==> src/rtl/core/qrs_pkg.sv <==
// qrs_pkg: widths, codes, item types and helper functions for the quadratic root solver.
// Used by every module under rtl/core; depends on nothing.
package qrs_pkg;

    localparam int WORD_BITS = 32;
    localparam int FRAC_BITS = 16;

    // Derived widths
    localparam int PROD_W = 2 * WORD_BITS;          // b*b, a*c magnitudes
    localparam int DMAG_W = 2 * WORD_BITS + 2;      // |b*b - 4ac|
    localparam int SQ_W   = DMAG_W / 2;             // isqrt result
    localparam int MP_W   = SQ_W + 1;               // |b| + isqrt
    localparam int NUM_W  = MP_W + FRAC_BITS;       // dividend / quotient
    localparam int DEN_W  = MP_W;                   // divisor

    localparam int IN_TDATA_W  = ((3 * WORD_BITS + 7) / 8) * 8;
    localparam int OUT_TDATA_W = ((2 * WORD_BITS + 7) / 8) * 8;
    localparam int OUT_TUSER_W = 3;

    localparam int QDEPTH = 4;
    localparam int QPTR_W = 2;

    typedef enum logic [1:0] {
        ST_INVALID = 2'd0,
        ST_COMPLEX = 2'd1,
        ST_REAL    = 2'd2
    } t_status;

    typedef enum logic [1:0] {
        D_NEG  = 2'd0,
        D_ZERO = 2'd1,
        D_POS  = 2'd2
    } t_dsign;

    typedef logic [WORD_BITS-1:0] t_word;

    typedef struct packed {
        logic   a_zero;
        logic   na;
        logic   nb;
        logic   nc;
        t_word  ma;
        t_word  mb;
        t_word  mc;
        t_dsign dsign;
    } t_tag;

    typedef struct packed {
        t_tag              tag;
        logic [DMAG_W-1:0] dmag;
    } t_item;

    typedef struct packed {
        logic   a_zero;
        t_dsign dsign;
        logic   neg0;
        logic   neg1;
    } t_dtag;

    // queue status seen by the front and back ends
    typedef struct packed {
        logic full;
        logic empty;
    } t_qstat;

    function automatic t_word mag_of(input t_word v);
        t_word r;
        r = v[WORD_BITS-1] ? (~v + t_word'(1)) : v;
        return r;
    endfunction

    // returns {sat, word}
    function automatic logic [WORD_BITS:0] clamp_word(input logic neg,
                                                       input logic [NUM_W-1:0] q);
        logic [NUM_W-1:0] lim;
        logic [NUM_W-1:0] v;
        logic             sat;
        t_word            w;
        lim = NUM_W'(1) << (WORD_BITS - 1);
        if (!neg) lim = lim - NUM_W'(1);
        sat = (q > lim);
        v   = sat ? lim : q;
        w   = neg ? (t_word'(0) - v[WORD_BITS-1:0]) : v[WORD_BITS-1:0];
        return {sat, w};
    endfunction

endpackage

==> src/rtl/core/qrs_queue.sv <==
// qrs_queue: short register queue that decouples the front end from the back end.
// Depends on qrs_pkg.
module qrs_queue import qrs_pkg::*; (
    input  logic   i_clk,
    input  logic   i_rst_n,
    input  logic   i_push,
    input  t_item  i_item,
    input  logic   i_pop,
    output t_qstat o_qstat,
    output t_item  o_item
);

    t_item             r_mem [QDEPTH];
    logic [QPTR_W-1:0] r_wptr, r_rptr;
    logic [QPTR_W:0]   r_cnt;

    assign o_qstat.full  = (r_cnt == (QPTR_W+1)'(QDEPTH));
    assign o_qstat.empty = (r_cnt == '0);
    assign o_item        = r_mem[r_rptr];

    always_ff @(posedge i_clk) begin
        if (!i_rst_n) begin
            r_wptr <= '0;
            r_rptr <= '0;
            r_cnt  <= '0;
        end else begin
            if (i_push) r_wptr <= r_wptr + QPTR_W'(1);
            if (i_pop)  r_rptr <= r_rptr + QPTR_W'(1);
            r_cnt <= r_cnt + (QPTR_W+1)'(i_push) - (QPTR_W+1)'(i_pop);
        end
    end

    always_ff @(posedge i_clk) begin
        if (i_push) r_mem[r_wptr] <= i_item;
    end

    a_cnt_bound: assert property (@(posedge i_clk) disable iff (!i_rst_n)
        r_cnt <= (QPTR_W+1)'(QDEPTH))
        else $error("queue count above depth");

    a_cnt_step: assert property (@(posedge i_clk) disable iff (!i_rst_n)
        i_push && !i_pop |=> r_cnt == $past(r_cnt) + (QPTR_W+1)'(1))
        else $error("queue count missed a push");

endmodule

==> config.mk <==
export PLATFORM = sky130hd
export DESIGN_NAME = qrs_queue
export DESIGN_NICKNAME = d
export VERILOG_FILES = /design/src/rtl/core/qrs_pkg.sv /design/src/rtl/core/qrs_queue.sv
export SDC_FILE = /design/constraint.sdc
export NUM_CORES = 1
export LEC_CHECK = 0
export ABC_AREA = 1
export BUFFER_PORTS_ARGS = -buffer_cell sky130_fd_sc_hd__buf_2
export CAP_MARGIN = 25
export CORE_UTILIZATION = 55
export DETAILED_ROUTE_END_ITERATION = 8
export PLACE_DENSITY_LB_ADDON = 0.12
export SYNTH_ARGS = -nofsm -noshare
export SYNTH_HDL_FRONTEND = slang
export SYNTH_SLANG_ARGS = --single-unit
==> constraint.sdc <==
create_clock -name i_clk -period 5.7 [get_ports i_clk]
set_input_delay 1.425 -clock i_clk [delete_from_list [all_inputs] [get_ports i_clk]]
set_output_delay 1.425 -clock i_clk [all_outputs]
set_load 0.01 [all_outputs]
==> summary.log, run 1 <==
qor: run_status.outcome completed
qor: floorplan.ios 342
qor: routing.final_wirelength 55000 um
qor: synthesis.syn_area_per_cell 13.7 sq um
qor: sta.fin_tns_setup 0 ps
qor: grt.first_pass_grt_wire_length 83100 um
qor: layout.design.final.nets 2522
qor: pwr.part_of_the_total_power_dissipated_in_the_clock_network 0.383
qor: sta.clock_skew 11.7 ps
qor: clocking.clk_pin_slew_worst_paths 60 ps
qor: worst_setup_path.worst-setup-path-type reg2out
qor: synthesis.synth_edf_count 672
qor: floorplan.num_rows 81
qor: worst_setup_path.crit_path_end_kind primary output
qor: floorplan.fp.dieArea 51100 sq um
qor: placed_design.dp_hpwl 32600 um
qor: synthesis.post_synth_most_frequent_cells edfxtp_1 (672), inv_1 (351), nand2_1 (346)
qor: synthesis.yosys_warning_total 0
qor: clocking.cts_htree_levels 3
qor: sta.unrepaired_setup_endpoints_after_global_routing no
qor: floorplan.floorplan.die.height 226 um
qor: worst_setup_path.r2r_cells 5
qor: synthesis.syn_nets 2194
qor: worst_setup_path.worst_ep_required_time 4280 ps
qor: placed_design.numPlacedInstances 2935
qor: worst_setup_path.critPathArrivalTime 2540 ps
qor: layout.area.growth.synth_to_final 15.6%
qor: synthesis.synth.top_cells.by_area edfxtp_1 (73%), o211ai_2 (7.3%), inv_1 (4.8%)
qor: routing.drt_first_iter_violations 1024
qor: synthesis.synth_most_common_cell edfxtp_1
qor: pwr.share_comb_of_total_power 0.094
qor: routing.antenna_left 0
qor: pwr.power_report.internal_total 8.51 mW
qor: routing.post-route-drc-count 0
qor: worst_hold_path.whs_path_depth 2
qor: clocking.post_cts.resized_instances 0
qor: clocking.clkLatencyLatePin 590 ps
qor: routing.vias_per_cell 5.16
qor: grt.grt_max_degree 133
qor: run.max_cap_viols 0
qor: sta.total_of_endpoints_with_negative_setup_slack_in_the_final_report 0
qor: synthesis.muxShareOfSynthArea 0
qor: pwr.ir_worst_vdd 305 uV
qor: sta.max-slew-margin-rel 0.350
qor: placed_design.place_worst_setup_slack 2370 ps
qor: synthesis.yosys.area_share.adder 0.00345
qor: layout.multiInputGateArea 5200 sq um
qor: placed_design.place.port_buffers 341
qor: sta.max_freq 252 MHz
qor: worst_setup_path.timing.critical_path.from_type register
qor: synthesis.synth_async_sr_flop_share 0
qor: synthesis.synth_simple_gate_area_frac 0.0477
qor: pwr.power.density_cell_area 348 nW/um^2
qor: sta.drv_slew 0
qor: sta.slew_at_the_pin_with_the_worst_max_slew_slack 976 ps
qor: pwr.static-leakage-power 12.3 nW
qor: floorplan.die_w 226 um
qor: synthesis.main_combinational_cell_family_by_area_after_synthesis compound AO/OA/AOI/OAI gates
qor: synthesis.mappedNetlistArea 27600 sq um
qor: pwr.switchingPower 2.59 mW
qor: routing.detailedRoute.firstPassIterationCount 5
qor: layout.finalNonFillerCells 3063
qor: synthesis.yosysTopAreaCell edfxtp_1
qor: synthesis.netlist.area_leader.share 0.731
qor: routing.wire_per_inst 18.0 um
qor: pwr.power.switching_fraction 0.233
qor: worst_hold_path.worstHoldStart r_rptr[1]
qor: routing.routed-via-count 15794
qor: worst_hold_path.min-delay-path-class reg2reg
qor: clocking.post_cts_buffers 0
qor: pwr.total_power 11.1 mW
qor: sta.final_min_period_over_clock_period 0.696
qor: sta.finalWorstPathRequiredPeriod 3970 ps
qor: worst_setup_path.crit_path_max_fanout 78
qor: floorplan.start_util 0.560
qor: worst_setup_path.worstReg2RegStart r_wptr[0]
qor: synthesis.synth.distinct_cells 18
qor: layout.post_route_cells_drive_above_1_share 0.261
qor: clocking.clock_sinks 681
qor: synthesis.synth_xor_xnor_area_share 0
qor: pwr.seq_power_share 0.523
qor: floorplan.fp.coreArea 49300 sq um
qor: synthesis.synth_ff_type edfxtp_1
qor: layout.sequential_cell_area 20400 sq um
qor: grt.groute.usage.overall 0.214
qor: grt.antenna_violations_before_repair 21
qor: grt.via_count_of_the_first_global_routing_pass 15247
qor: placed_design.gp_congestion 0.759
qor: synthesis.number_of_storage_elements_in_the_synthesis_netlist 681
qor: synthesis.synth-seq-area-share 0.738
qor: clocking.clock_path_buffers 3
qor: layout.n_fill_cell 3672
qor: sta.finalWorstSetupSlack 1730 ps
qor: clocking.clockRootBuffer clkbuf_16
qor: sta.finalHoldViolations 0
qor: clocking.cts_tree built
qor: grt.gr-total-overflow 0
qor: clocking.tritoncts.num_buffers 70
qor: synthesis.synth_cells 2015
qor: synthesis.synth_compound_area_frac 0.137
qor: clocking.cts_hold_buffers 0
[sequential cells by signal (all words and copies together) (netlist names), named ones only]
signal	flops
r_cnt	3
r_mem	672
r_rptr	2
r_wptr	2
[cell families after synthesis]
group / Yosys count
compound gates: 514
buf+inv: 463
fa+ha+maj: 7
flops: 681
simple gates: 350
[power groups by stage]
stage | Combinational (mW) | Clock (mW) | Sequential (mW)
2_1_floorplan | 0.639 | 0 | 5.91
3_3_place_gp | 1.03 | 0 | 5.90
3_5_place_dp | 1.05 | 0 | 5.91
4_1_cts | 1.06 | 4.34 | 5.80
5_1_grt | 1.16 | 4.52 | 5.82
6_report | 1.04 | 4.25 | 5.80
[stage by stage]
| stage | hold WS [ps] | utilization | area [sq um] |
|---|---|---|---|
| after floorplan | 436 | - | 27600 |
| after global placement | 441 | 0.605 | 29800 |
| after detailed placement | 462 | 0.605 | 29800 |
| after CTS | 470 | 0.647 | 31900 |
| after global routing | 479 | 0.647 | 31900 |
| final | 461 | 0.647 | 31900 |
[critical path, cell delays in order, from the launching register on]
cell and delay, ps:
dfxtp_4 880, buf_12 410, a21oi_1 90, o21ai_0 100, nand2_1 110, buf_2 150
[per-layer routing]
layer,part of all wire,track usage
met5,0.0042,0
met2,0.49,0.353
met4,0.022,0.0619
met1,0.41,0.268
met3,0.076,0.0752
[final timing paths]
| path | slack (ps) | end |
|---|---|---|
| max reg2reg | 3350 | r_mem[2][55] |
| min | 460 | register |
| min reg2reg | 460 | register |
| max | 1730 | o_item[106] |
[cells in the final DEF (no fill, tap or decap), types with 2 or more instances in the layout]
cell type / instances
a21oi_1: 174
buf_12: 10
buf_2: 341
buf_4: 17
bufinv_16: 3
clkbuf_1: 21
clkbuf_16: 71
clkinv_1: 12
clkinv_2: 11
dfxtp_1: 7
dfxtp_4: 2
diode_2: 3
edfxtp_1: 672
ha_1: 6
inv_1: 347
inv_6: 10
nand2_1: 346
nor2_1: 2
o211ai_1: 8
o211ai_2: 160
o21ai_0: 172
[layout make-up]
cell class,count,share of cell area
Timing Repair Buffer,368,0.0638
Clock inverter,33,0.00785
Inverter,351,0.0419
Sequential cell,681,0.639
Clock buffer,92,0.0582
Multi-Input combinational cell,871,0.163
Antenna cell,3,0.000235
Tap cell,664,0.0261
Note: power is estimated with default switching activity, not from simulation.
==> run 2, diff against run 1 <==
--- a/config.mk
+++ b/config.mk
@@ -5,7 +5,7 @@
 export SDC_FILE = /design/constraint.sdc
 export NUM_CORES = 1
 export LEC_CHECK = 0
-export ABC_AREA = 1
+export ABC_AREA = 0
 export BUFFER_PORTS_ARGS = -buffer_cell sky130_fd_sc_hd__buf_2
 export CAP_MARGIN = 25
 export CORE_UTILIZATION = 55
==> constraint.sdc (replaced) <==
create_clock -name i_clk -period 4.1 [get_ports i_clk]
set_input_delay 1.025 -clock i_clk [delete_from_list [all_inputs] [get_ports i_clk]]
set_output_delay 1.025 -clock i_clk [all_outputs]
set_load 0.01 [all_outputs]
==> summary.log, run 2 <==
qor: placed_design.place.port_buffers 341
qor: grt.antenna_violations_before_repair 7
qor: sta.finalWorstSetupSlack 695 ps
qor: worst_setup_path.critical_path.n_buffers_inverters 2
qor: sta.max-slew-margin-rel 0.458
qor: layout.mostFrequentLayoutCells edfxtp_1 (672), buf_2 (341), mux4_2 (168), clkbuf_16 (70), buf_4 (21)
qor: synthesis.synth_xor_xnor_area_share 0.00167
qor: floorplan.num_rows 77
qor: clocking.clock_sinks 681
qor: routing.post-route-drc-count 0
qor: synthesis.syn_area_per_cell 26.8 sq um
qor: worst_setup_path.critPathArrivalTime 2380 ps
qor: routing.wire_per_inst 23.9 um
qor: clocking.clkLatencyLatePin 590 ps
qor: floorplan.fp.coreArea 44200 sq um
qor: worst_setup_path.regToRegSetupSlack 2130 ps
qor: routing.detailedRoute.firstPassIterationCount 5
qor: synthesis.synth.distinct_cells 19
qor: synthesis.number_of_storage_elements_in_the_synthesis_netlist 681
qor: clocking.clock_path_buffers 3
qor: layout.n_fill_cell 2876
qor: worst_setup_path.r2r_cells 4
qor: worst_hold_path.min-delay-path-class reg2reg
qor: pwr.total_power 15.1 mW
qor: sta.total_of_endpoints_with_negative_setup_slack_in_the_final_report 0
qor: layout.layout.cells.most_common edfxtp_1
qor: worst_setup_path.worstReg2RegStart r_wptr[0]
qor: worst_setup_path.worst-setup-path-type reg2out
qor: clocking.cts_hold_buffers 0
qor: sta.finalWorstPathRequiredPeriod 3400 ps
qor: sta.clock_skew 15.3 ps
qor: clocking.cts_tree built
qor: sta.fin_tns_setup 0 ps
qor: sta.unrepaired_setup_endpoints_after_global_routing no
qor: clocking.post_cts.resized_instances 0
qor: layout.design.final.nets 1508
qor: clocking.clk_pin_slew_worst_paths 60 ps
qor: synthesis.synth_edf_count 672
qor: worst_setup_path.worst_ep_required_time 3070 ps
qor: worst_setup_path.crit_path_max_fanout 46
qor: sta.drv_slew 0
qor: clocking.post_cts_buffers 0
qor: synthesis.synth_ff_type edfxtp_1
qor: placed_design.gp_congestion 0.726
qor: synthesis.post_synth_most_frequent_cells edfxtp_1 (672), mux4_2 (168), buf_2 (18)
qor: worst_setup_path.crit_path_end_kind primary output
qor: clocking.cts_htree_levels 3
qor: placed_design.placed_area 27300 sq um
qor: synthesis.syn_nets 1100
qor: sta.finalHoldViolations 0
qor: pwr.static-leakage-power 9.85 nW
qor: grt.via_count_of_the_first_global_routing_pass 11316
qor: pwr.power.density_cell_area 516 nW/um^2
qor: grt.gr-total-overflow 0
qor: layout.area.growth.synth_to_final 18.7%
qor: synthesis.synth_simple_gate_area_frac 0.00304
qor: placed_design.place_worst_setup_slack 1220 ps
qor: layout.largest-register r_mem
qor: synthesis.synth.top_cells.by_area edfxtp_1 (82%), mux4_2 (15%), dfxtp_1 (0.73%)
qor: synthesis.mappedNetlistArea 24700 sq um
qor: run_status.outcome completed
qor: layout.sequential_cell_area 20400 sq um
qor: grt.first_pass_grt_wire_length 68200 um
qor: layout.largest_register_ffs 672
qor: floorplan.die_w 214 um
qor: synthesis.yosys_warning_total 0
qor: worst_hold_path.whs_path_depth 2
qor: placed_design.dp_hpwl 29300 um
qor: layout.post_route_cells_drive_above_1_share 0.460
qor: layout.biggestRegsByFlops r_mem x672, r_cnt x3
qor: worst_setup_path.critPathMaxStageDelay 620 ps
qor: sta.slew_at_the_pin_with_the_worst_max_slew_slack 814 ps
qor: routing.antenna_left 0
qor: worst_hold_path.worstHoldStart r_rptr[0]
qor: worst_setup_path.reg2reg_to r_mem[0][34]
qor: clocking.clockRootBuffer clkbuf_16
qor: floorplan.start_util 0.558
qor: synthesis.muxShareOfSynthArea 0.154
qor: synthesis.netlist.area_leader.share 0.818
qor: synthesis.synth-seq-area-share 0.825
qor: routing.vias_per_cell 5.57
qor: worst_setup_path.path_delay_family flip-flops
qor: layout.finalInstanceArea 29300 sq um
qor: routing.final_wirelength 47100 um
qor: floorplan.ios 342
qor: worst_setup_path.timing.critical_path.from_type register
qor: layout.multiInputGateArea 4030 sq um
qor: worst_setup_path.crit_slowest_cell dfxtp_4
qor: synthesis.synth_compound_area_frac 0.000608
qor: run.max_cap_viols 0
qor: routing.drt_first_iter_violations 796
qor: worst_setup_path.critical_path.cell_chain buf_12, mux4_2, buf_2
qor: floorplan.floorplan.die.height 214 um
qor: clocking.tritoncts.num_buffers 68
qor: grt.grt_max_degree 75
qor: sta.max_freq 294 MHz
qor: synthesis.synth_cells 921
qor: synthesis.synth_most_common_cell edfxtp_1
qor: sta.final_min_period_over_clock_period 0.830
qor: pwr.ir_worst_vdd 480 uV
qor: synthesis.yosys.area_share.adder 0.00385
qor: synthesis.main_combinational_cell_family_by_area_after_synthesis multiplexers
qor: synthesis.synth_async_sr_flop_share 0
qor: routing.routed-via-count 10984
qor: synthesis.yosysTopAreaCell edfxtp_1
qor: floorplan.fp.dieArea 45700 sq um
qor: grt.groute.usage.overall 0.206
run 2: cell count changes after synthesis, sizes merged, moves of 2 or more:
cell    delta
nand2    -346
inv      -344
a21oi    -173
o21ai    -172
mux4     +168
o211ai   -168
buf       -41
clkbuf    -33
and2       +6
nor2       +3
xnor2      +2
run 2: how the worst max path moves through the flow:
stage | slack (ps) | end | cells after the start
after floorplan | 570 | r_mem[1][0] | 1
after global placement | 1240 | o_item[33] | 3
after detailed placement | 1220 | o_item[24] | 3
after CTS | 580 | o_item[24] | 3
after global routing | 520 | o_item[32] | 3
final | 700 | o_item[158] | 3
run 2: layer usage:
| layer | GRT usage | up-vias | routed length (um) |
|---|---|---|---|
| met2 | 0.325 | 351 | 23400 |
| met3 | 0.0653 | 82 | 3700 |
| met4 | 0.0633 | 12 | 991 |
| met1 | 0.278 | 5713 | 18900 |
| li1 | - | 4826 | - |
| met5 | 0 | - | 74 |
run 2: final cells by class:
type,instances,share of cell area
Antenna cell,3,0.000256
Multi-Input combinational cell,195,0.138
Tap cell,592,0.0253
Timing Repair Buffer,376,0.0732
Clock inverter,25,0.00465
Sequential cell,681,0.695
Inverter,7,0.000897
Clock buffer,92,0.0633
run 2: cell families (layout without fill, tap and decap cells):
logic type               Yosys count  after routing
flip-flops                       681            681
multiplexers                     169            169
buffers and inverters             45            500
AND/OR/NAND/NOR                   14             14
adder cells (fa/ha/maj)            7              7
XOR/XNOR                           3              3
AO/OA/AOI/OAI                      2              2
other                              0              3
run 2: power breakdown:
group	leakage (nW)	internal, mW	total, mW	switching, mW
sequential	6.25	8.00	8.10	0.0953
combinational	2.64	0.671	1.44	0.774
clock	0.969	3.17	5.59	2.42
total	9.85	11.8	15.1	3.29
run 2: stage by stage:
step | util | instances | hold slack [ps]
floorplan | - | 921 | 499
global placement | 0.618 | 1851 | 503
detailed placement | 0.618 | 1851 | 540
CTS | 0.663 | 1968 | 557
global route | 0.663 | 1969 | 589
finish | 0.663 | 1971 | 549
run 2: worst register-to-register path, delay by kind of cell (launching register included):
kind	cells	cell delay, ps
DFF	1	340
adders and majority gates	1	150
and+or+nand+nor	1	670
buffers and inverters	2	490
==> run 3, diff against run 2 <==
--- a/config.mk
+++ b/config.mk
@@ -5,7 +5,7 @@
 export SDC_FILE = /design/constraint.sdc
 export NUM_CORES = 1
 export LEC_CHECK = 0
-export ABC_AREA = 0
+export ABC_AREA = 1
 export BUFFER_PORTS_ARGS = -buffer_cell sky130_fd_sc_hd__buf_2
 export CAP_MARGIN = 25
 export CORE_UTILIZATION = 55
==> constraint.sdc (replaced) <==
create_clock -name i_clk -period 3.3 [get_ports i_clk]
set_input_delay 0.825 -clock i_clk [delete_from_list [all_inputs] [get_ports i_clk]]
set_output_delay 0.825 -clock i_clk [all_outputs]
set_load 0.01 [all_outputs]
==> summary.log, run 3 (synthesis results as in run 1) <==
qor: layout.largest_register_ffs 672
qor: worst_hold_path.min-delay-path-class in2reg
qor: floorplan.fp.dieArea 51100 sq um
qor: sta.hold_ws 442 ps
qor: routing.vias_per_cell 5.15
qor: sta.unrepaired_setup_endpoints_after_global_routing no
qor: floorplan.floorplan.die.height 226 um
qor: routing.wire_per_inst 18.0 um
qor: worst_setup_path.critPathArrivalTime 2160 ps
qor: sta.slew_at_the_pin_with_the_worst_max_slew_slack 593 ps
qor: worst_setup_path.regToRegSetupSlack 1450 ps
qor: layout.design.final.nets 2552
qor: clocking.clock_path_buffers 3
qor: grt.groute.layer.met3.usage 0.0613
qor: worst_setup_path.worst-setup-path-type reg2out
qor: placed_design.place_worst_setup_slack 930 ps
qor: routing.post-route-drc-count 0
qor: sta.fin_tns_setup 0 ps
qor: clocking.clk_pin_slew_worst_paths 60 ps
qor: layout.biggestRegsByFlops r_mem x672, r_cnt x3
qor: sta.max-slew-margin-rel 0.605
qor: layout.finalNonFillerCells 3099
qor: placed_design.dp_hpwl 34900 um
qor: grt.gr-total-overflow 0
qor: clocking.cts_hold_buffers 0
qor: sta.clock_skew 12.3 ps
qor: clocking.tritoncts.num_buffers 70
qor: worst_setup_path.crit_path_end_kind primary output
qor: sta.total_of_endpoints_with_negative_setup_slack_in_the_final_report 0
qor: placed_design.place.port_buffers 341
qor: floorplan.ios 342
qor: grt.grt_max_degree 108
qor: grt.grtUsageMet2 0.366
qor: placed_design.numPlacedInstances 2965
qor: floorplan.die_w 226 um
qor: layout.area.growth.synth_to_final 17.8%
qor: worst_hold_path.holdPathEnd r_mem[0][66]
qor: clocking.clock_sinks 681
qor: routing.final_wirelength 55800 um
qor: sta.final_min_period_over_clock_period 0.904
qor: run.max_cap_viols 0
qor: placed_design.placed_area 30300 sq um
qor: layout.post_route_cells_drive_above_1_share 0.273
qor: floorplan.fp.coreArea 49300 sq um
qor: worst_setup_path.worst_ep_required_time 2470 ps
qor: layout.largest-register r_mem
qor: routing.detailedRoute.firstPassIterationCount 5
qor: worst_hold_path.whs_path_depth 1
qor: worst_hold_path.worstHoldStart i_item[66]
qor: routing.routed-via-count 15955
qor: layout.final_util 0.660
qor: grt.first_pass_grt_wire_length 84700 um
qor: floorplan.start_util 0.560
qor: clocking.post_cts_buffers 0
qor: pwr.power.density_cell_area 595 nW/um^2
qor: clocking.cts_htree_levels 3
qor: pwr.ir_worst_vdd 609 uV
qor: worst_setup_path.worstReg2RegStart r_wptr[0]
qor: sta.max_freq 335 MHz
qor: layout.layout.cells.most_common edfxtp_1
qor: pwr.static-leakage-power 12.5 nW
qor: sta.finalWorstSetupSlack 316 ps
qor: routing.antenna_left 0
qor: floorplan.num_rows 81
qor: worst_setup_path.reg2reg_to r_mem[0][104]
qor: worst_setup_path.timing.critical_path.from_type register
qor: run_status.outcome completed
qor: worst_setup_path.r2r_cells 5
qor: grt.via_count_of_the_first_global_routing_pass 15786
qor: placed_design.gp_congestion 0.785
qor: clocking.cts_tree built
qor: layout.finalInstanceArea 32500 sq um
qor: grt.antenna_violations_before_repair 19
qor: sta.drv_slew 0
qor: grt.use_met1 0.272
qor: layout.n_fill_cell 3631
qor: clocking.clockRootBuffer clkbuf_16
qor: worst_setup_path.crit_path_max_fanout 49
qor: grt.grt-busiest-layer met2
qor: clocking.clkLatencyLatePin 590 ps
qor: sta.finalWorstPathRequiredPeriod 2980 ps
qor: grt.groute.usage.overall 0.219
qor: routing.drt_first_iter_violations 1025
qor: clocking.post_cts.resized_instances 0
qor: pwr.total_power 19.3 mW
qor: sta.finalHoldViolations 0
qor: layout.mostFrequentLayoutCells edfxtp_1 (672), inv_1 (347), nand2_1 (342), buf_2 (341), a21oi_1 (174)
==> run 3: cell types whose count changed in the layout (fill, tap and decap cells not counted), moves of 19 or more <==
cell,previous run,this run
nand2_1,0,342
mux4_2,168,0
buf_12,14,33
a21oi_1,1,174
inv_1,7,347
o211ai_2,0,160
o21ai_0,0,172
==> run 3: worst max path at each step <==
stage                        start             to
after detailed placement    i_push  r_mem[3][153]
after floorplan             i_push    r_mem[1][0]
after CTS                 register    o_item[149]
after global placement    register    o_item[149]
final                     register    o_item[149]
after global routing      register    o_item[147]
==> run 3: power by group <==
| part | switching [mW] | internal (mW) | leakage (nW) |
|---|---|---|---|
| combinational | 1.26 | 0.670 | 5.22 |
| clock | 3.11 | 4.29 | 1.05 |
| sequential | 0.0993 | 9.90 | 6.25 |
==> run 3: worst max-delay path: stages (launching register included) <==
cell,delay [ps]
dfxtp_4,520
buf_12,270
buf_12,270
a21oi_1,90
o21ai_0,100
nand2_1,100
buf_2,150
==> run 3: cell type report <==
cell class	count	area (sq um)	share of cell area
diodes	10	25.0	0.000770
clock buffers	93	1900	0.0585
clock inverters	31	239	0.00735
inverters	351	1330	0.0410
multi-input cells	871	5270	0.162
flip-flops and latches	681	20400	0.626
well taps	664	831	0.0256
repair buffers	398	2550	0.0783
==> run 3: per-layer routing <==
| layer | share of wire | wire length [um] | vias up |
|---|---|---|---|
| met5 | 0.0022 | 124 | - |
| met4 | 0.024 | 1350 | 20 |
| met3 | 0.070 | 3900 | 102 |
| met2 | 0.50 | 27700 | 366 |
| met1 | 0.41 | 22700 | 7694 |
| li1 | - | - | 7773 |
